$ cat config.mk
export PLATFORM = sky130hd
export DESIGN_NAME = crlf_line_command_decoder_core_flat
export DESIGN_NICKNAME = d
export VERILOG_FILES = /design/src/design/clcd_pkg.sv /design/src/design/clcd_byte_if.sv /design/src/design/clcd_event_if.sv /design/src/design/crlf_line_command_decoder_core.sv /design/src/design/clcd_line_tracker.sv /design/src/design/clcd_classifier.sv /design/src/flat_wrapper.sv
export SDC_FILE = /design/constraint.sdc
export NUM_CORES = 1
export LEC_CHECK = 0
export CAP_MARGIN = 10
export CORE_AREA = 2 2 94 96
export CTS_CLUSTER_DIAMETER = 50
export DETAILED_ROUTE_END_ITERATION = 6
export DIE_AREA = 0 0 96 98
export DONT_BUFFER_PORTS = 1
export GPL_TIMING_DRIVEN = 0
export HOLD_SLACK_MARGIN = 0.03
export PLACE_DENSITY_LB_ADDON = 0.25
export SLEW_MARGIN = 20
export SYNTH_ARGS = -nofsm -noshare
export SYNTH_HDL_FRONTEND = slang
export SYNTH_SLANG_ARGS = --single-unit
$ cat constraint.sdc
create_clock -name i_clk -period 9.43 [get_ports i_clk]
set_input_delay 0.4715 -clock i_clk [delete_from_list [all_inputs] [get_ports i_clk]]
set_output_delay 0.4715 -clock i_clk [all_outputs]
set_load 0.005 [all_outputs]
$ cat src/design/clcd_pkg.sv
`timescale 1ns / 1ps
`default_nettype none
// ----------------------------------------------------------------------------
// clcd_pkg
// shared types and constants of the CR LF line command decoder
// ----------------------------------------------------------------------------
package clcd_pkg;

    localparam logic [7:0] CH_CR    = 8'h0D;
    localparam logic [7:0] CH_LF    = 8'h0A;
    localparam logic [7:0] CH_R     = 8'h52;
    localparam logic [7:0] CH_S     = 8'h53;
    localparam logic [7:0] CH_P     = 8'h50;
    localparam logic [7:0] CH_E     = 8'h45;
    localparam logic [7:0] CH_D     = 8'h44;
    localparam logic [7:0] CH_COLON = 8'h3A;
    localparam logic [7:0] CH_0     = 8'h30;
    localparam logic [7:0] CH_1     = 8'h31;
    localparam logic [7:0] CH_9     = 8'h39;

    localparam logic [3:0] SLOT_LINE_LEN   = 4'd10;
    localparam logic [3:0] LEN_MAX         = 4'd15;
    localparam logic [8:0] DEC_SAT         = 9'd256;
    localparam logic [7:0] MAX_FLOOR_RESET = 8'd8;

    typedef enum logic [2:0] {
        EV_READY      = 3'd0,
        EV_SLOT       = 3'd1,
        EV_PARKED     = 3'd2,
        EV_EXITED     = 3'd3,
        EV_DETECTED   = 3'd4,
        EV_BAD_SLOT   = 3'd5,
        EV_BAD_PARKED = 3'd6,
        EV_UNKNOWN    = 3'd7
    } t_event_kind;

    typedef struct packed {
        logic       cr_pending;
        logic [3:0] line_length;
        logic [7:0] first_char;
        logic [7:0] second_char;
        logic [7:0] binary_accum;
        logic       binary_ok;
        logic [8:0] decimal_accum;
        logic       decimal_ok;
    } t_line_state;

    localparam t_line_state LINE_CLEAR = '{
        cr_pending:    1'b0,
        line_length:   4'd0,
        first_char:    8'd0,
        second_char:   8'd0,
        binary_accum:  8'd0,
        binary_ok:     1'b1,
        decimal_accum: 9'd0,
        decimal_ok:    1'b1
    };

    typedef struct packed {
        t_event_kind kind;
        logic [7:0]  slot_bits;
        logic [7:0]  parked_floor;
    } t_event;

endpackage
`default_nettype wire

$ cat src/design/clcd_byte_if.sv
`timescale 1ns / 1ps
`default_nettype none
// ----------------------------------------------------------------------------
// clcd_byte_if
// valid/ready channel carrying one received serial byte
// ----------------------------------------------------------------------------
interface clcd_byte_if;
    logic       valid;
    logic       ready;
    logic [7:0] rx_byte;

    modport source (output valid, output rx_byte, input ready);
    modport sink   (input valid, input rx_byte, output ready);
endinterface
`default_nettype wire

$ cat src/design/clcd_event_if.sv
`timescale 1ns / 1ps
`default_nettype none
// ----------------------------------------------------------------------------
// clcd_event_if
// valid/ready channel carrying one decoded line event
// ----------------------------------------------------------------------------
interface clcd_event_if;
    logic       valid;
    logic       ready;
    logic [2:0] event_kind;
    logic [7:0] slot_bits;
    logic [7:0] parked_floor;

    modport source (output valid, output event_kind, output slot_bits,
                    output parked_floor, input ready);
    modport sink   (input valid, input event_kind, input slot_bits,
                    input parked_floor, output ready);
endinterface
`default_nettype wire

$ cat src/design/crlf_line_command_decoder_core.sv
`timescale 1ns / 1ps
`default_nettype none
// ----------------------------------------------------------------------------
// crlf_line_command_decoder_core
// Frames received serial bytes into CR LF terminated lines and issues one
// event per non-empty line.
//
// i_rx carries one byte per request, o_evt one event (kind, slot byte,
// parked floor) per request; both are valid/ready channels.
// i_cfg_we/i_cfg_wdata write the highest accepted floor (reset value 8);
// write it only while no byte is in flight.
// A byte lands in an input register on acceptance; when it advances, the
// line state update and classification run and the result register is loaded,
// so an event is valid once the LF that ends its line leaves that register.
// Bytes are taken at one per cycle, but for the stall described next.
// When o_evt stalls with an event waiting, bytes that end no line keep
// flowing; a byte that ends a line holds in the input register until the
// waiting event is taken.
// Reset (synchronous, active low) clears the line state, empties both
// registers and restores the floor limit; outside reset no event is lost or repeated.
// ----------------------------------------------------------------------------
module crlf_line_command_decoder_core (
    input  wire logic        i_clk,
    input  wire logic        i_rst_n,
    input  wire logic        i_cfg_we,
    input  wire logic [7:0]  i_cfg_wdata,
    clcd_byte_if.sink        i_rx,
    clcd_event_if.source     o_evt
);

    logic                  r_in_valid;
    logic [7:0]            r_in_byte;
    logic                  r_out_valid;
    clcd_pkg::t_event      r_out;
    logic [7:0]            r_max_floor;

    logic                  advance;
    logic                  produce;
    logic                  line_end;
    clcd_pkg::t_line_state line;
    clcd_pkg::t_event      evt;

    assign advance    = r_in_valid && (!r_out_valid || o_evt.ready || !line_end);
    assign produce    = advance && line_end;
    assign i_rx.ready = !r_in_valid || advance;

    clcd_line_tracker u_tracker (
        .i_clk      (i_clk),
        .i_rst_n    (i_rst_n),
        .i_step     (advance),
        .i_byte     (r_in_byte),
        .o_line     (line),
        .o_line_end (line_end)
    );

    clcd_classifier u_classifier (
        .i_line      (line),
        .i_max_floor (r_max_floor),
        .o_event     (evt)
    );

    always_ff @(posedge i_clk) begin
        if (!i_rst_n) begin
            r_in_valid  <= 1'b0;
            r_in_byte   <= 8'd0;
            r_out_valid <= 1'b0;
            r_out       <= '0;
            r_max_floor <= clcd_pkg::MAX_FLOOR_RESET;
        end else begin
            if (i_cfg_we) begin
                r_max_floor <= i_cfg_wdata;
            end
            if (i_rx.valid && i_rx.ready) begin
                r_in_valid <= 1'b1;
                r_in_byte  <= i_rx.rx_byte;
            end else if (advance) begin
                r_in_valid <= 1'b0;
            end
            if (produce) begin
                r_out_valid <= 1'b1;
                r_out       <= evt;
            end else if (o_evt.ready) begin
                r_out_valid <= 1'b0;
            end
        end
    end

    assign o_evt.valid        = r_out_valid;
    assign o_evt.event_kind   = r_out.kind;
    assign o_evt.slot_bits    = r_out.slot_bits;
    assign o_evt.parked_floor = r_out.parked_floor;

    // slot byte only travels with a slot status event
    a_slot_zero : assert property (@(posedge i_clk) disable iff (!i_rst_n)
        r_out_valid && (r_out.kind != clcd_pkg::EV_SLOT) |-> (r_out.slot_bits == 8'd0))
        else $error("slot bits set on non-slot event");

    // floor only travels with a parked event, and is never zero there
    a_floor_zero : assert property (@(posedge i_clk) disable iff (!i_rst_n)
        r_out_valid && (r_out.kind != clcd_pkg::EV_PARKED) |-> (r_out.parked_floor == 8'd0))
        else $error("parked floor set on non-parked event");

    a_floor_nonzero : assert property (@(posedge i_clk) disable iff (!i_rst_n)
        r_out_valid && (r_out.kind == clcd_pkg::EV_PARKED) |-> (r_out.parked_floor != 8'd0))
        else $error("parked event with floor zero");

    // a held byte only waits behind an undelivered event
    a_no_idle_hold : assert property (@(posedge i_clk) disable iff (!i_rst_n)
        r_in_valid && !advance |-> r_out_valid && !o_evt.ready && line_end)
        else $error("input register stalled without cause");

    // a produced event is visible the next cycle
    a_produce_shows : assert property (@(posedge i_clk) disable iff (!i_rst_n)
        produce |=> r_out_valid)
        else $error("event lost after classification");

endmodule
`default_nettype wire

$ cat src/design/clcd_line_tracker.sv
`timescale 1ns / 1ps
`default_nettype none
// ----------------------------------------------------------------------------
// clcd_line_tracker
// CR LF framing and running per-line state (prefix, binary and decimal value)
// ----------------------------------------------------------------------------
module clcd_line_tracker (
    input  wire logic                   i_clk,
    input  wire logic                   i_rst_n,
    input  wire logic                   i_step,
    input  wire logic [7:0]             i_byte,
    output clcd_pkg::t_line_state       o_line,
    output logic                        o_line_end
);

    clcd_pkg::t_line_state r_line;
    clcd_pkg::t_line_state n_line;

    function automatic clcd_pkg::t_line_state add_data(
        input clcd_pkg::t_line_state s,
        input logic [7:0]            b
    );
        clcd_pkg::t_line_state r;
        logic                  is_dec;
        logic [11:0]           dec_next;
        r        = s;
        is_dec   = (b >= clcd_pkg::CH_0) && (b <= clcd_pkg::CH_9);
        dec_next = ({3'd0, s.decimal_accum} << 3) + ({3'd0, s.decimal_accum} << 1)
                 + {8'd0, b[3:0]};
        case (s.line_length)
            4'd0: r.first_char  = b;
            4'd1: r.second_char = b;
            default: begin
                if (b == clcd_pkg::CH_0 || b == clcd_pkg::CH_1) begin
                    r.binary_accum = {s.binary_accum[6:0], b[0]};
                end else begin
                    r.binary_ok = 1'b0;
                end
                if (is_dec) begin
                    if (dec_next > {3'd0, clcd_pkg::DEC_SAT}) begin
                        r.decimal_accum = clcd_pkg::DEC_SAT;
                    end else begin
                        r.decimal_accum = dec_next[8:0];
                    end
                end else begin
                    r.decimal_ok = 1'b0;
                end
            end
        endcase
        if (s.line_length != clcd_pkg::LEN_MAX) begin
            r.line_length = s.line_length + 4'd1;
        end
        return r;
    endfunction

    always_comb begin
        clcd_pkg::t_line_state tmp;
        tmp        = r_line;
        n_line     = r_line;
        o_line_end = r_line.cr_pending && (i_byte == clcd_pkg::CH_LF)
                   && (r_line.line_length != 4'd0);
        if (i_step) begin
            if (r_line.cr_pending && i_byte == clcd_pkg::CH_LF) begin
                n_line = clcd_pkg::LINE_CLEAR;
            end else begin
                // lone cr becomes data
                if (tmp.cr_pending) begin
                    tmp.cr_pending = 1'b0;
                    tmp = add_data(tmp, clcd_pkg::CH_CR);
                end
                if (i_byte == clcd_pkg::CH_CR) begin
                    tmp.cr_pending = 1'b1;
                end else begin
                    tmp = add_data(tmp, i_byte);
                end
                n_line = tmp;
            end
        end
    end

    always_ff @(posedge i_clk) begin
        if (!i_rst_n) begin
            r_line <= clcd_pkg::LINE_CLEAR;
        end else begin
            r_line <= n_line;
        end
    end

    assign o_line = r_line;

endmodule
`default_nettype wire

$ cat src/design/clcd_classifier.sv
`timescale 1ns / 1ps
`default_nettype none
// ----------------------------------------------------------------------------
// clcd_classifier
// maps a finished line to its event kind and payload
// ----------------------------------------------------------------------------
module clcd_classifier (
    input  wire clcd_pkg::t_line_state i_line,
    input  wire logic [7:0]            i_max_floor,
    output clcd_pkg::t_event           o_event
);

    logic one_char;
    logic s_prefix;
    logic p_prefix;
    logic floor_ok;

    assign one_char = (i_line.line_length == 4'd1);
    assign s_prefix = (i_line.first_char == clcd_pkg::CH_S)
                   && (i_line.second_char == clcd_pkg::CH_COLON);
    assign p_prefix = (i_line.first_char == clcd_pkg::CH_P)
                   && (i_line.second_char == clcd_pkg::CH_COLON);
    assign floor_ok = (i_line.line_length >= 4'd3) && i_line.decimal_ok
                   && (i_line.decimal_accum != 9'd0)
                   && (i_line.decimal_accum <= {1'b0, i_max_floor});

    always_comb begin
        o_event.kind         = clcd_pkg::EV_UNKNOWN;
        o_event.slot_bits    = 8'd0;
        o_event.parked_floor = 8'd0;
        if (one_char && i_line.first_char == clcd_pkg::CH_R) begin
            o_event.kind = clcd_pkg::EV_READY;
        end else if (i_line.line_length == clcd_pkg::SLOT_LINE_LEN && s_prefix) begin
            if (i_line.binary_ok) begin
                o_event.kind      = clcd_pkg::EV_SLOT;
                o_event.slot_bits = i_line.binary_accum;
            end else begin
                o_event.kind = clcd_pkg::EV_BAD_SLOT;
            end
        end else if (i_line.line_length >= 4'd2 && p_prefix) begin
            if (floor_ok) begin
                o_event.kind         = clcd_pkg::EV_PARKED;
                o_event.parked_floor = i_line.decimal_accum[7:0];
            end else begin
                o_event.kind = clcd_pkg::EV_BAD_PARKED;
            end
        end else if (one_char && i_line.first_char == clcd_pkg::CH_E) begin
            o_event.kind = clcd_pkg::EV_EXITED;
        end else if (one_char && i_line.first_char == clcd_pkg::CH_D) begin
            o_event.kind = clcd_pkg::EV_DETECTED;
        end
    end

endmodule
`default_nettype wire

$ cat src/flat_wrapper.sv
// flat-port wrapper written by rule: the top's interface ports become plain ports
module crlf_line_command_decoder_core_flat 
  (i_clk, i_rst_n, i_cfg_we, i_cfg_wdata, i_rx_valid, i_rx_rx_byte, i_rx_ready, o_evt_valid, o_evt_event_kind, o_evt_slot_bits, o_evt_parked_floor, o_evt_ready);
  clcd_byte_if i_rx_i ();
  clcd_event_if o_evt_i ();
  input  wire logic i_clk;
  input  wire logic i_rst_n;
  input  wire logic i_cfg_we;
  input  wire logic [7:0] i_cfg_wdata;
  input wire logic [$bits(i_rx_i.valid)-1:0] i_rx_valid;
  input wire logic [$bits(i_rx_i.rx_byte)-1:0] i_rx_rx_byte;
  output wire logic [$bits(i_rx_i.ready)-1:0] i_rx_ready;
  output wire logic [$bits(o_evt_i.valid)-1:0] o_evt_valid;
  output wire logic [$bits(o_evt_i.event_kind)-1:0] o_evt_event_kind;
  output wire logic [$bits(o_evt_i.slot_bits)-1:0] o_evt_slot_bits;
  output wire logic [$bits(o_evt_i.parked_floor)-1:0] o_evt_parked_floor;
  input wire logic [$bits(o_evt_i.ready)-1:0] o_evt_ready;
  assign i_rx_i.valid = i_rx_valid;
  assign i_rx_i.rx_byte = i_rx_rx_byte;
  assign i_rx_ready = i_rx_i.ready;
  assign o_evt_valid = o_evt_i.valid;
  assign o_evt_event_kind = o_evt_i.event_kind;
  assign o_evt_slot_bits = o_evt_i.slot_bits;
  assign o_evt_parked_floor = o_evt_i.parked_floor;
  assign o_evt_i.ready = o_evt_ready;
  crlf_line_command_decoder_core u_core (.i_clk(i_clk), .i_rst_n(i_rst_n), .i_cfg_we(i_cfg_we), .i_cfg_wdata(i_cfg_wdata), .i_rx(i_rx_i), .o_evt(o_evt_i));
endmodule
* After elaboration in Yosys (flattened, before gate mapping)
Index checks and enable logic that the tools add are counted. W data, S select, Z words.
Cells by class: $add $sub $neg 4, magnitude comparators 6, equality and inequality tests 15, muxes and demuxes 37, reduce and logical (&&, ||, !) cells 31
Operators by type and width (number):
- $mux W40 | 3
- $mux W8 | 10
- $mux W39 | 2
- $eq A8 B7 Y1 const B | 5
- $eq A8 B6 Y1 const B | 3
- $mux W19 | 1
- $mux W3 | 6
- $mux W9 | 2
- $eq A8 B4 Y1 const B | 2
- $logic_and A1 B1 Y1 | 16
- $mux W16 | 1
- $add A12 B10 Y12 | 1
- $add A12 B4 Y12 | 1
- $gt A12 B9 Y1 const B | 1
- $le A9 B8 Y1 | 1
- $mux W1 | 9
- $reduce_bool A9 Y1 | 1
- $add A4 B1 Y4 const B | 2
- $eq A4 B1 Y1 const B | 2
- $ge A4 B2 Y1 const B | 2
- $ge A8 B6 Y1 const B | 1
- $le A8 B6 Y1 const B | 1
- $logic_not A4 Y1 | 2
- $mux W4 | 2
- 8 further kinds | 16
Word-level totals: register bits 77, output and inout bits 21

* Logic depth before layout (Yosys ltp)
Gate-level depths: netlist (run 1).
word-level depth 15, depth in mapped cells 13, depth with buffers taken out 12

* Modules after synthesis
From an unflattened synthesis (run 1), not the netlist that was laid out.
Unflattened totals: cell total of the unflattened synthesis 527, area total of the unflattened synthesis 4777.1 µm²
Modules (own cells, without submodules):
- clcd_line_tracker | times used 1, cells an instance 292, area each 2507.4 µm², sequential area each 800.8 µm²
- crlf_line_command_decoder_core | times used 1, cells an instance 158, area each 1640.3 µm², sequential area each 740.7 µm²
- clcd_classifier | times used 1, cells an instance 77, area each 629.4 µm², sequential area each 0.0 µm²

* Worst setup path before layout (run 1)
Ideal clock, no wire load.
path type register -> register, start register u_core.u_tracker.r_line (netlist bit u_core.u_tracker.o_line[38]), end register u_core.u_tracker.r_line (netlist bit u_core.u_tracker.o_line[1]), library setup time 0.064 ns, arrival time 3.238 ns, data required time 9.366 ns, slack 6.128 ns, stages on the path, launching flop included 12, period minus slack after synthesis 3.302 ns, path through dfxtp_1 -> clkbuf_1 -> nand3_1 -> nand2_1 -> mux2_2 -> inv_1 -> ha_1 -> nor2_1 -> a2111oi_2 -> o31ai_1 -> a21boi_0 -> a32o_1
Between the ends: cells in the longest elaborated chain, start to end 10, elaborated cells on any way between the ends 17
Ends and longest elaborated chain:
- start, declared | line clcd_line_tracker.sv:16 | clcd_pkg::t_line_state r_line;
- start signal, assigned | line clcd_line_tracker.sv:83 | r_line <= clcd_pkg::LINE_CLEAR;
- start signal, assigned | line clcd_line_tracker.sv:85 | r_line <= n_line;
- $add A4 B1 Y4 or $ne A4 B4 Y1 (tied branches) | line clcd_line_tracker.sv:51, clcd_line_tracker.sv:50
- $mux W4 | line clcd_line_tracker.sv:50 | if (s.line_length != clcd_pkg::LEN_MAX) begin
- $mux W39 | line clcd_line_tracker.sv:67 | if (tmp.cr_pending) begin
- $mux W40 | line clcd_line_tracker.sv:63 | if (r_line.cr_pending && i_byte == clcd_pkg::CH_LF) begin
- $mux W40 | line clcd_line_tracker.sv:62 | if (i_step) begin
- $eq A4 B1 Y1 or $logic_not A4 Y1 (tied branches) | line clcd_line_tracker.sv:30 | case (s.line_length)
- $reduce_or A2 Y1 (no source line)
- $mux W19 | line clcd_line_tracker.sv:30
- $mux W39 | line clcd_line_tracker.sv:71 | if (i_byte == clcd_pkg::CH_CR) begin
- $mux W40 | line clcd_line_tracker.sv:63
Several ways; a longest one is shown, not always the timed one. The select of a mux whose other input is x is not followed. A chain may end at the register's enable or synchronous reset.

* Worst setup path after layout (run 1)
start register u_core.u_tracker.r_line (netlist bit u_core.u_tracker.o_line[38]), end register u_core.u_tracker.r_line (netlist bit u_core.u_tracker.o_line[3])
The elaborated chain is that of the path after synthesis.

==> out/results.ini, run 1 <==
[run_status]
outcome=completed

[global_route]
grt_max_degree=15
grt_pass1_wl_mm=17.18
grt-ovfl-total=0
track_usage_pct=23.40
grt_pass1_vias=3494
antenna_found_initial=0

[die]
dieArea_sq_um=9408
ios=42
dieHeight_um=98
core-area_sq_um=8466
rows=34
initial_utilization_pct=52.32
die_w_um=96

[timing]
setup_tns_ns=0
rsz0062_at_grt=false
slew_viol_final=0
setup_ws_ns=5.340
timing.hold.ws_ns=0.2413
fmax_ghz=0.2445
setup_viol=0
worst_pin_slew_ns=0.9973
relSlewSlack_pct=32.92
skew_ns=0.01074
hold_viol=0
fin_crit_sh_pct=43.38
fin_crit_ns=4.090

[clock_tree]
path_clk_slew_ns=0.09
cts.sinks=77
cts_root_buf=clkbuf_8
cts_resized=0
clock_path_buffers=2
cts_tree=done
ctsHtreeMaxLevel=3
cts_setup_buffers=0
numCtsBuffers=9
cts_hold_buf=0
clk-insertion-delay-late_ns=0.36

[placement]
dpl_worst_slack_ns=5.493
hpwl_mm=8.235
port_buffers=0
gp_congestion=0.8809

[synthesis]
synth_area_leaders=dfxtp_1 (35%), ha_1 (9.0%), a21boi_0 (4.2%), nand2_1 (3.6%), nand3_1 (3.4%)
yosysTopAreaCell=dfxtp_1
synthFlopType=dfxtp_1
yosysSeqAreaShare_pct=34.80
yosys-top-cells-count=dfxtp_1 (77), nand2_1 (42), ha_1 (32), nand3_1 (30), a21boi_0 (25)
ys_warn_count=0
synth.most_common_cell=dfxtp_1
synth_cell_types=66
synth.cell_area_sq_um=4429
synthCells=495
synth-async-reset-ratio_pct=0
synthesis.nets=550
postSynthAreaPerCell_sq_um=8.948
yosysTopAreaCellShare_pct=34.80
ys_ff_latch=77
synth_edf_count=0

[job]
cap_violations=0

[detailed_routing]
drc=0
via_per_inst=6.087
num_vias=3768
totalWireLength_mm=10.60
first_iter_violations=204
wl_per_cell_um=17.13
dr.pass1.iters=4
drtAntennaViolNets=0

[finish]
multi_input_area_sq_um=2711
n_antenna_cell=0
fin_util_pct=56.09
n_fill_cell=778
drive_above_1_share_pct=6.262
final_nets=561
seq_area_sq_um=1541
area_growth_pct=7.203

[setup_path]
worstSetupPathType=flop to flop
worstPathRequired_ns=9.72
crit_arrival_ns=4.39
crit_path_end_kind=flop
worst_setup_path_start_kind=flop
crit_fanout=10

[pwr]
total_leakage_power_nw=1.841
power_mw=0.6257
ir_drop_mv=0.09736
powerDensity_nw_per_um2=131.8

[hold_path]
hold_path.class=input port to flop

-- sequential cells by signal, summed over array words and instances, names as in the netlist --
name                       flops
u_core.o_evt.event_kind        3
u_core.o_evt.parked_floor      8
u_core.o_evt.slot_bits         8
u_core.o_evt.valid             1
u_core.r_in_byte               8
u_core.r_in_valid              1
u_core.r_max_floor             8
u_core.u_tracker.o_line       40
-- layer usage --
layer,global-route usage (%),share of wire (%)
met1,31.27,46
met2,36.70,47
met3,5.941,5.0
met4,7.692,2.1
met5,0,0
-- cell type report --
class / count / share of cell area [%]
buffer: 22 / 1.818
clock buffer: 10 / 2.899
clock inverter: 6 / 0.9750
inverter: 24 / 1.897
multi-input combinational: 372 / 57.10
sequential: 77 / 32.46
tap: 108 / 2.846
-- cells in the final DEF, fill, tap and decap left out, types with 8 or more instances in the layout --
cell type,count
dfxtp_1,77
nand2_1,42
ha_1,32
nand3_1,30
a21boi_0,25
inv_1,24
nor2b_1,24
nor2_1,20
clkbuf_1,18
o21ai_0,18
a21oi_1,13
nand2b_1,12
a22oi_1,12
nand4_1,10
a32o_1,10
clkbuf_8,10
mux2i_1,9
a22o_1,8
-- per-stage QoR --
| step | std cells | area, sq um |
|---|---|---|
| 3_5_place_dp | 603 | 4564 |
| 5_1_grt | 619 | 4748 |
| 2_1_floorplan | 495 | 4429 |
| 4_1_cts | 619 | 4748 |
| 3_3_place_gp | 603 | 4564 |
| 6_report | 619 | 4748 |
-- where the power goes --
part / internal (mW) / switching, mW / leakage, nW
clock network: 0.104 / 0.128 / 0.0893
registers: 0.332 / 0.00836 / 0.625
logic: 0.0217 / 0.0311 / 1.13
-- cells by family after synthesis --
group / Yosys count / share of synthesized area, %
AND/OR/NAND/NOR: 193 / 25.48
AO/OA/AOI/OAI: 129 / 22.26
XOR/XNOR: 5 / 0.9887
multiplexers: 11 / 2.542
flip-flops: 77 / 34.80
adder cells (fa/ha/maj): 34 / 9.943
buffers and inverters: 46 / 3.983
-- path summary, 6_finish.rpt --
check	slack, ns	end	depth (start not counted)	from
setup / recovery	5.34	u_core.u_tracker.o_line[3]	11	u_core.u_tracker.o_line[38]
hold / removal	0.24	u_core.r_max_floor[3]	2	i_cfg_wdata[3]
setup reg to reg	5.34	u_core.u_tracker.o_line[3]	11	u_core.u_tracker.o_line[38]
hold reg to reg	0.49	u_core.u_tracker.o_line[26]	1	u_core.u_tracker.o_line[26]
-- worst max-delay path, stage by stage (launching register included) --
cell and delay, ns:
dfxtp_1 0.49, clkbuf_1 0.39, nand3_1 0.12, nand2_1 0.13
mux2_2 0.38, inv_1 0.11, ha_1 0.23, nor2_1 0.12
a2111oi_2 0.82, o31ai_1 0.18, a21boi_0 0.82, a32o_1 0.23
No activity file was read; power rests on OpenSTA's default activity.
==> inputs of run 2 (changes only) <==
--- a/config.mk
+++ b/config.mk
@@ -5,11 +5,12 @@
 export SDC_FILE = /design/constraint.sdc
 export NUM_CORES = 1
 export LEC_CHECK = 0
+export ABC_AREA = 1
 export CAP_MARGIN = 10
-export CORE_AREA = 2 2 94 96
+export CORE_AREA = 2 2 95 97
 export CTS_CLUSTER_DIAMETER = 50
 export DETAILED_ROUTE_END_ITERATION = 6
-export DIE_AREA = 0 0 96 98
+export DIE_AREA = 0 0 97 99
 export DONT_BUFFER_PORTS = 1
 export GPL_TIMING_DRIVEN = 0
 export HOLD_SLACK_MARGIN = 0.03
==> constraint.sdc (replaced) <==
create_clock -name i_clk -period 4.14 [get_ports i_clk]
set_input_delay 0.207 -clock i_clk [delete_from_list [all_inputs] [get_ports i_clk]]
set_output_delay 0.207 -clock i_clk [all_outputs]
set_load 0.005 [all_outputs]
==> out/results.ini, run 2 <==
[setup_path]
worst-r2r-cell-count=13  ; +2
worstSetupPathType=flop to flop
worst_setup_path_start_kind=flop
worstReg2RegStart=u_core.u_tracker.o_line[3]
crit_arrival_ns=3.11  ; -1.28 ns
startpoint=u_core.u_tracker.o_line[3]
crit_path_end=u_core.u_tracker.o_line[2]
r2r_setup_slack_ns=1.30  ; -4.04 ns
reg2reg_to=u_core.u_tracker.o_line[2]
cp_top_family=adder cells
worst-path-buf-inv=2  ; unchanged
cpMaxStageDelayCell=fa_1
crit_chain=fa_1, inv_1, fa_1, inv_1, nor2_1, nand2_1, nor2_1, nand3_1, nor2_1, nand2_1, a21oi_2, nand4_1, a21oi_1
worstPathRequired_ns=4.41  ; -5.31 ns
crit_cells=13  ; +2
crit_path_end_kind=flop
crit_fanout=8  ; -2
slowest_delay_ns=0.57  ; -0.25 ns
cpMostUsedCell=nor2_1

[clock_tree]
cts_setup_buffers=0  ; unchanged
path_clk_slew_ns=0.08  ; about the same
clock_path_buffers=2  ; unchanged
clk-insertion-delay-late_ns=0.35  ; about the same
cts_tree=done
cts.sinks=77  ; unchanged
numCtsBuffers=9  ; unchanged
ctsHtreeMaxLevel=3  ; unchanged
cts_root_buf=clkbuf_8

[timing]
setup_viol=0  ; unchanged
skew_ns=0.01130  ; +0.0005591 ns
fin_crit_ns=2.841  ; -1.249 ns
setup_tns_ns=0  ; unchanged
fin_crit_sh_pct=68.63  ; +25 points
relSlewSlack_pct=55.51  ; +23 points
rsz0062_at_grt=false
fmax_ghz=0.3519  ; +44%
slew_viol_final=0  ; unchanged
timing.hold.ws_ns=0.03470  ; -0.2066 ns
hold_viol=0  ; unchanged
worst_pin_slew_ns=0.6674  ; -0.3299 ns

[global_route]
antenna_found_initial=0  ; unchanged
grt_max_degree=15  ; unchanged
grt_pass1_vias=3947  ; +13%
grt_pass1_wl_mm=18.54  ; +7.9%
grt-ovfl-total=0  ; unchanged
track_usage_pct=23.60  ; +0.20 points

[die]
dieHeight_um=99  ; +1.0%
initial_utilization_pct=52.34  ; about the same
dieArea_sq_um=9603  ; +2.1%
core-area_sq_um=8551  ; +1.0%
ios=42  ; unchanged
die_w_um=97  ; +1.0%
rows=34  ; unchanged

[placement]
port_buffers=0  ; unchanged
hpwl_mm=8.364  ; +1.6%
gp_congestion=0.9708  ; +10%

[finish]
drive_above_1_share_pct=8.775  ; +2.5 points
n_fill_cell=810  ; +4.1%
final_common_cell=nand2_1
final_cell_mix=nand2_1 (140), dfxtp_1 (77), a21oi_1 (72)
n_antenna_cell=0  ; unchanged
final_nets=711  ; +27%
area_growth_pct=8.750
largest_reg_flops=40  ; unchanged

[detailed_routing]
totalWireLength_mm=10.88  ; +2.6%
first_iter_violations=255  ; +25%
drtAntennaViolNets=0  ; unchanged
wl_met3_um=574  ; +8.1%
route.met2.wl_mm=4.943  ; -0.46%
via_per_inst=5.499  ; -9.7%
dr.pass1.iters=5  ; +1
num_vias=4229  ; +12%
wl_met1_mm=5.136  ; +5.2%
drc=0  ; unchanged
wl_per_cell_um=14.15  ; -17%
top_layer_used=met4

[run_status]
outcome=completed

[synthesis]
synth_area_leaders=dfxtp_1 (34%), nand2_1 (12%), ha_1 (8.9%), a21oi_1 (8.1%), inv_1 (6.0%)
ys_ff_latch=77  ; unchanged
postSynthAreaPerCell_sq_um=6.993  ; -22%
synth_edf_count=0  ; unchanged
synthCells=640  ; +29%
yosys-top-cells-count=nand2_1 (140), dfxtp_1 (77), a21oi_1 (72), inv_1 (71), nor2_1 (55)
yosysTopAreaCellShare_pct=34.44  ; -0.36 points
synth_cell_types=41  ; -38%
synth.most_common_cell=nand2_1
synthesis.nets=695  ; +26%
yosysSeqAreaShare_pct=34.44  ; -0.36 points
yosysTopAreaCell=dfxtp_1
synth.cell_area_sq_um=4476  ; +1.0%
synth-async-reset-ratio_pct=0  ; unchanged
synthFlopType=dfxtp_1
ys_warn_count=0  ; unchanged

[job]
cap_violations=0  ; unchanged

[pwr]
ir_drop_mv=0.2262  ; +130%
power_mw=1.508  ; +140%
powerDensity_nw_per_um2=309.8  ; +140%
total_leakage_power_nw=2.188  ; +19%

[hold_path]
hold_path.class=input port to flop
hold_start=i_rx_rx_byte[4]

[run 2: cell count changes in the layout (fill, tap and decap cells not counted), sizes merged, moves of 12 or more]
cell	delta
nand3	+14
nor2	+41
nor2b	-24
a21oi	+60
o21ai	+30
a21boi	-26
nand2	+107
nand2b	-12
inv	+53
nand4	+15
[run 2: logic make-up after synthesis]
group	count (synthesis)	synth area share, %
flops	77	34.44
simple gates	292	29.16
fa+ha+maj	34	9.841
compound gates	138	17.14
buf+inv	96	8.834
xor+xnor	3	0.5872
[run 2: worst min-delay path by stage]
stage	end	slack, ns	depth (start not counted)
after detailed placement	u_core.r_max_floor[3]	0.33	1
final	u_core.r_in_byte[4]	0.03	2
after global routing	u_core.r_in_byte[5]	0.04	2
after global placement	u_core.r_max_floor[3]	0.32	1
after CTS	u_core.r_in_byte[4]	0.03	2
after floorplan	u_core.r_max_floor[3]	0.32	1
[run 2: repair_timing]
action,in CTS,in global routing
hold endpoints to repair,4,0
resized for setup,0,0
hold buffers,5,0
[run 2: layout make-up]
| type | count | area, sq um | area share [%] |
|---|---|---|---|
| multi-input cells | 467 | 2539 | 52.16 |
| flip-flops and latches | 77 | 1541 | 31.67 |
| inverters | 78 | 296.5 | 6.093 |
| clock buffers | 10 | 137.6 | 2.828 |
| well taps | 108 | 135.1 | 2.776 |
| plain buffers | 18 | 98.84 | 2.031 |
| clock inverters | 6 | 68.82 | 1.414 |
| repair buffers | 5 | 50.05 | 1.028 |
[run 2: stage by stage]
step / worst slack [ns] / cell area, sq um / instances / utilization, %
after detailed placement: 1.353 / 4611 / 748 / 53.92
after global placement: 1.430 / 4611 / 748 / 53.92
final: 1.299 / 4867 / 769 / 56.92
after floorplan: 1.680 / 4476 / 640 / -
after CTS: 1.317 / 4867 / 769 / 56.92
after global routing: 1.021 / 4867 / 769 / 56.92
[run 2: layer usage]
| layer | up-vias | track usage (%) |
|---|---|---|
| met5 | - | 0 |
| met4 | 0 | 8.451 |
| met2 | 111 | 39.64 |
| met3 | 19 | 4.184 |
| li1 | 2168 | - |
| met1 | 1931 | 30.66 |
[run 2: where the power goes]
part / switching, mW / leakage [nW] / internal [mW] / total, mW
sequential: 0.0171 / 0.626 / 0.758 / 0.775
combinational: 0.0926 / 1.46 / 0.0460 / 0.139
clock: 0.295 / 0.103 / 0.299 / 0.594
total: 0.405 / 2.19 / 1.10 / 1.51
==> inputs of run 3 (changes only) <==
==> constraint.sdc (replaced) <==
create_clock -name i_clk -period 2.6 [get_ports i_clk]
set_input_delay 0.13 -clock i_clk [delete_from_list [all_inputs] [get_ports i_clk]]
set_output_delay 0.13 -clock i_clk [all_outputs]
set_load 0.005 [all_outputs]
==> out/results.ini, run 3 (synthesized netlist as in run 2, its figures left out) <==
[setup_path]
crit_chain=fa_1, inv_1, fa_1, inv_2, nor2_1, nand2_1, nor2_1, nand3_1, nor2_1, nand2_1, a21oi_4, nand4_1, a21oi_2
slowest_delay_ns=0.55  ; -0.02 ns
worstPathRequired_ns=2.88  ; -1.53 ns
cpMaxStageDelayCell=fa_1
worst-path-buf-inv=2  ; unchanged
worst_setup_path_start_kind=flop
crit_path_end_kind=flop
cpMostUsedCell=nor2_1
crit_arrival_ns=2.92  ; -0.19 ns
worstSetupPathType=flop to flop
cp_top_family=adder cells
crit_fanout=8  ; unchanged

[clock_tree]
ctsHtreeMaxLevel=3  ; unchanged
cts.sinks=77  ; unchanged
clock_path_buffers=2  ; unchanged
cts_tree=done
cts_root_buf=clkbuf_8
path_clk_slew_ns=0.08  ; about the same
numCtsBuffers=9  ; unchanged
clk-insertion-delay-late_ns=0.35  ; about the same

[timing]
setup_ws_ns=-0.03753  ; -1.336 ns
slew_viol_final=0  ; unchanged
hold_viol=0  ; unchanged
fmax_ghz=0.3791  ; +7.7%
timing.hold.ws_ns=0.05458  ; +0.01988 ns
relSlewSlack_pct=55.29  ; -0.22 points
worst_pin_slew_ns=0.6706  ; +0.003234 ns
fin_crit_ns=2.638  ; -0.2038 ns
fin_crit_sh_pct=101.4  ; +33 points
rsz0062_at_grt=true
setup_viol=4  ; +4
skew_ns=0.01372  ; +0.002415 ns

[pwr]
p_sw_mw=0.6559  ; +62%
combPwrFrac_pct=10.4  ; +1.2 points
intPower_mw=1.775  ; +61%
p_clk_share_pct=38.9  ; -0.5 points
seqPwrFrac_pct=50.7  ; -0.7 points
total_leakage_power_nw=2.288  ; +4.6%
powerDensity_nw_per_um2=471.2  ; +52%
ir_drop_mv=0.3817  ; +69%
p_sw_share_pct=26.99  ; +0.14 points

[finish]
area_growth_pct=15.26
final_common_cell=nand2_1
n_fill_cell=778  ; -4.0%
final_nets=732  ; +3.0%
final_cell_mix=nand2_1 (137), inv_1 (70), a21oi_1 (69), dfxtp_1 (69), nor2_1 (54)
n_antenna_cell=0  ; unchanged
drive_above_1_share_pct=12.46  ; +3.7 points
largest_reg_flops=40  ; unchanged

[global_route]
grt_pass1_wl_mm=19.18  ; +3.5%
grt_pass1_vias=4126  ; +4.5%
antenna_found_initial=0  ; unchanged
grt_max_degree=15  ; unchanged
track_usage_pct=24.48  ; +0.88 points
grt-ovfl-total=0  ; unchanged

[die]
rows=34  ; unchanged
ios=42  ; unchanged
initial_utilization_pct=52.34  ; unchanged
core-area_sq_um=8551  ; unchanged
dieArea_sq_um=9603  ; unchanged
die_w_um=97  ; unchanged
dieHeight_um=99  ; unchanged

[hold_path]
hold_path.class=input port to flop

[placement]
dpl_worst_slack_ns=-0.1875  ; -1.540 ns
hpwl_mm=8.364  ; unchanged
port_buffers=0  ; unchanged
gp_congestion=0.9708  ; unchanged

[detailed_routing]
via_per_inst=5.639  ; +2.5%
drtAntennaViolNets=0  ; unchanged
totalWireLength_mm=11.53  ; +6.0%
dr.pass1.iters=7  ; +2
drc=0  ; unchanged
first_iter_violations=338  ; +33%
wl_per_cell_um=14.59  ; +3.1%
num_vias=4455  ; +5.3%

[run_status]
violations=setup timing
outcome=finished, violations left

[job]
cap_violations=0  ; unchanged

## run 3: path summary, 6_finish.rpt
kind / from / endpoint / slack [ns] / depth (start not counted)
worst min-delay path: o_evt_ready / u_core.o_evt.valid / 0.05 / 3
worst min register to register: u_core.u_tracker.o_line[0] / u_core.u_tracker.o_line[0] / 0.45 / 2
worst max-delay path: u_core.u_tracker.o_line[3] / u_core.u_tracker.o_line[3] / -0.04 / 13
worst max register to register: u_core.u_tracker.o_line[3] / u_core.u_tracker.o_line[3] / -0.04 / 13
## run 3: cell type report
type / count / area (sq um) / area share, %
multi-input cells: 468 / 2619 / 50.76
flip-flops and latches: 77 / 1564 / 30.32
inverters: 78 / 296.5 / 5.748
repair buffers: 25 / 235.2 / 4.560
clock buffers: 10 / 137.6 / 2.668
well taps: 108 / 135.1 / 2.619
plain buffers: 18 / 102.6 / 1.989
clock inverters: 6 / 68.82 / 1.334
## run 3: power by group through the flow
| stage | clock [mW] | combinational, mW | sequential [mW] |
|---|---|---|---|
| after floorplan | 0 | 0.166 | 1.25 |
| after global placement | 0 | 0.207 | 1.26 |
| after detailed placement | 0 | 0.211 | 1.26 |
| after CTS | 0.954 | 0.242 | 1.23 |
| after global routing | 1.00 | 0.283 | 1.24 |
| final | 0.946 | 0.253 | 1.23 |
## run 3: stage by stage
step                TNS (ns)  util [%]  instances  power [mW]  cell area (sq um)
global placement      -1.272     53.92        748       1.467               4611
detailed placement    -2.296     53.92        748       1.472               4611
finish              -0.08514     60.33        790       2.431               5159
CTS                 -0.05180     59.35        788       2.426               5075
floorplan                  0         -        640       1.418               4476
global route          -1.524     60.33        790       2.519               5159
## run 3: layer usage
metal / GRT usage [%] / part of all wire, % / vias to the layer above / wire length [um]
li1: - / - / 2205 / -
met1: 30.69 / 45 / 2049 / 5170
met2: 41.83 / 46 / 162 / 5247
met3: 4.184 / 6.5 / 39 / 754
met4: 10.29 / 3.1 / 0 / 355
met5: 0 / 0 / - / 0
## run 3: repair_timing
action                     4_1_cts  5_1_grt
gates resized for setup         15       18
hold buffers                    19        0
cloned                           0        1
pin swaps                       11       10
buffers inserted                 5        1
hold endpoints to repair        20        0
setup endpoints to repair       17       27
## run 3: worst min-delay path: stages
cell     delay (ns)
nor2_1         0.05
o21ai_1        0.13
inv_1          0.05
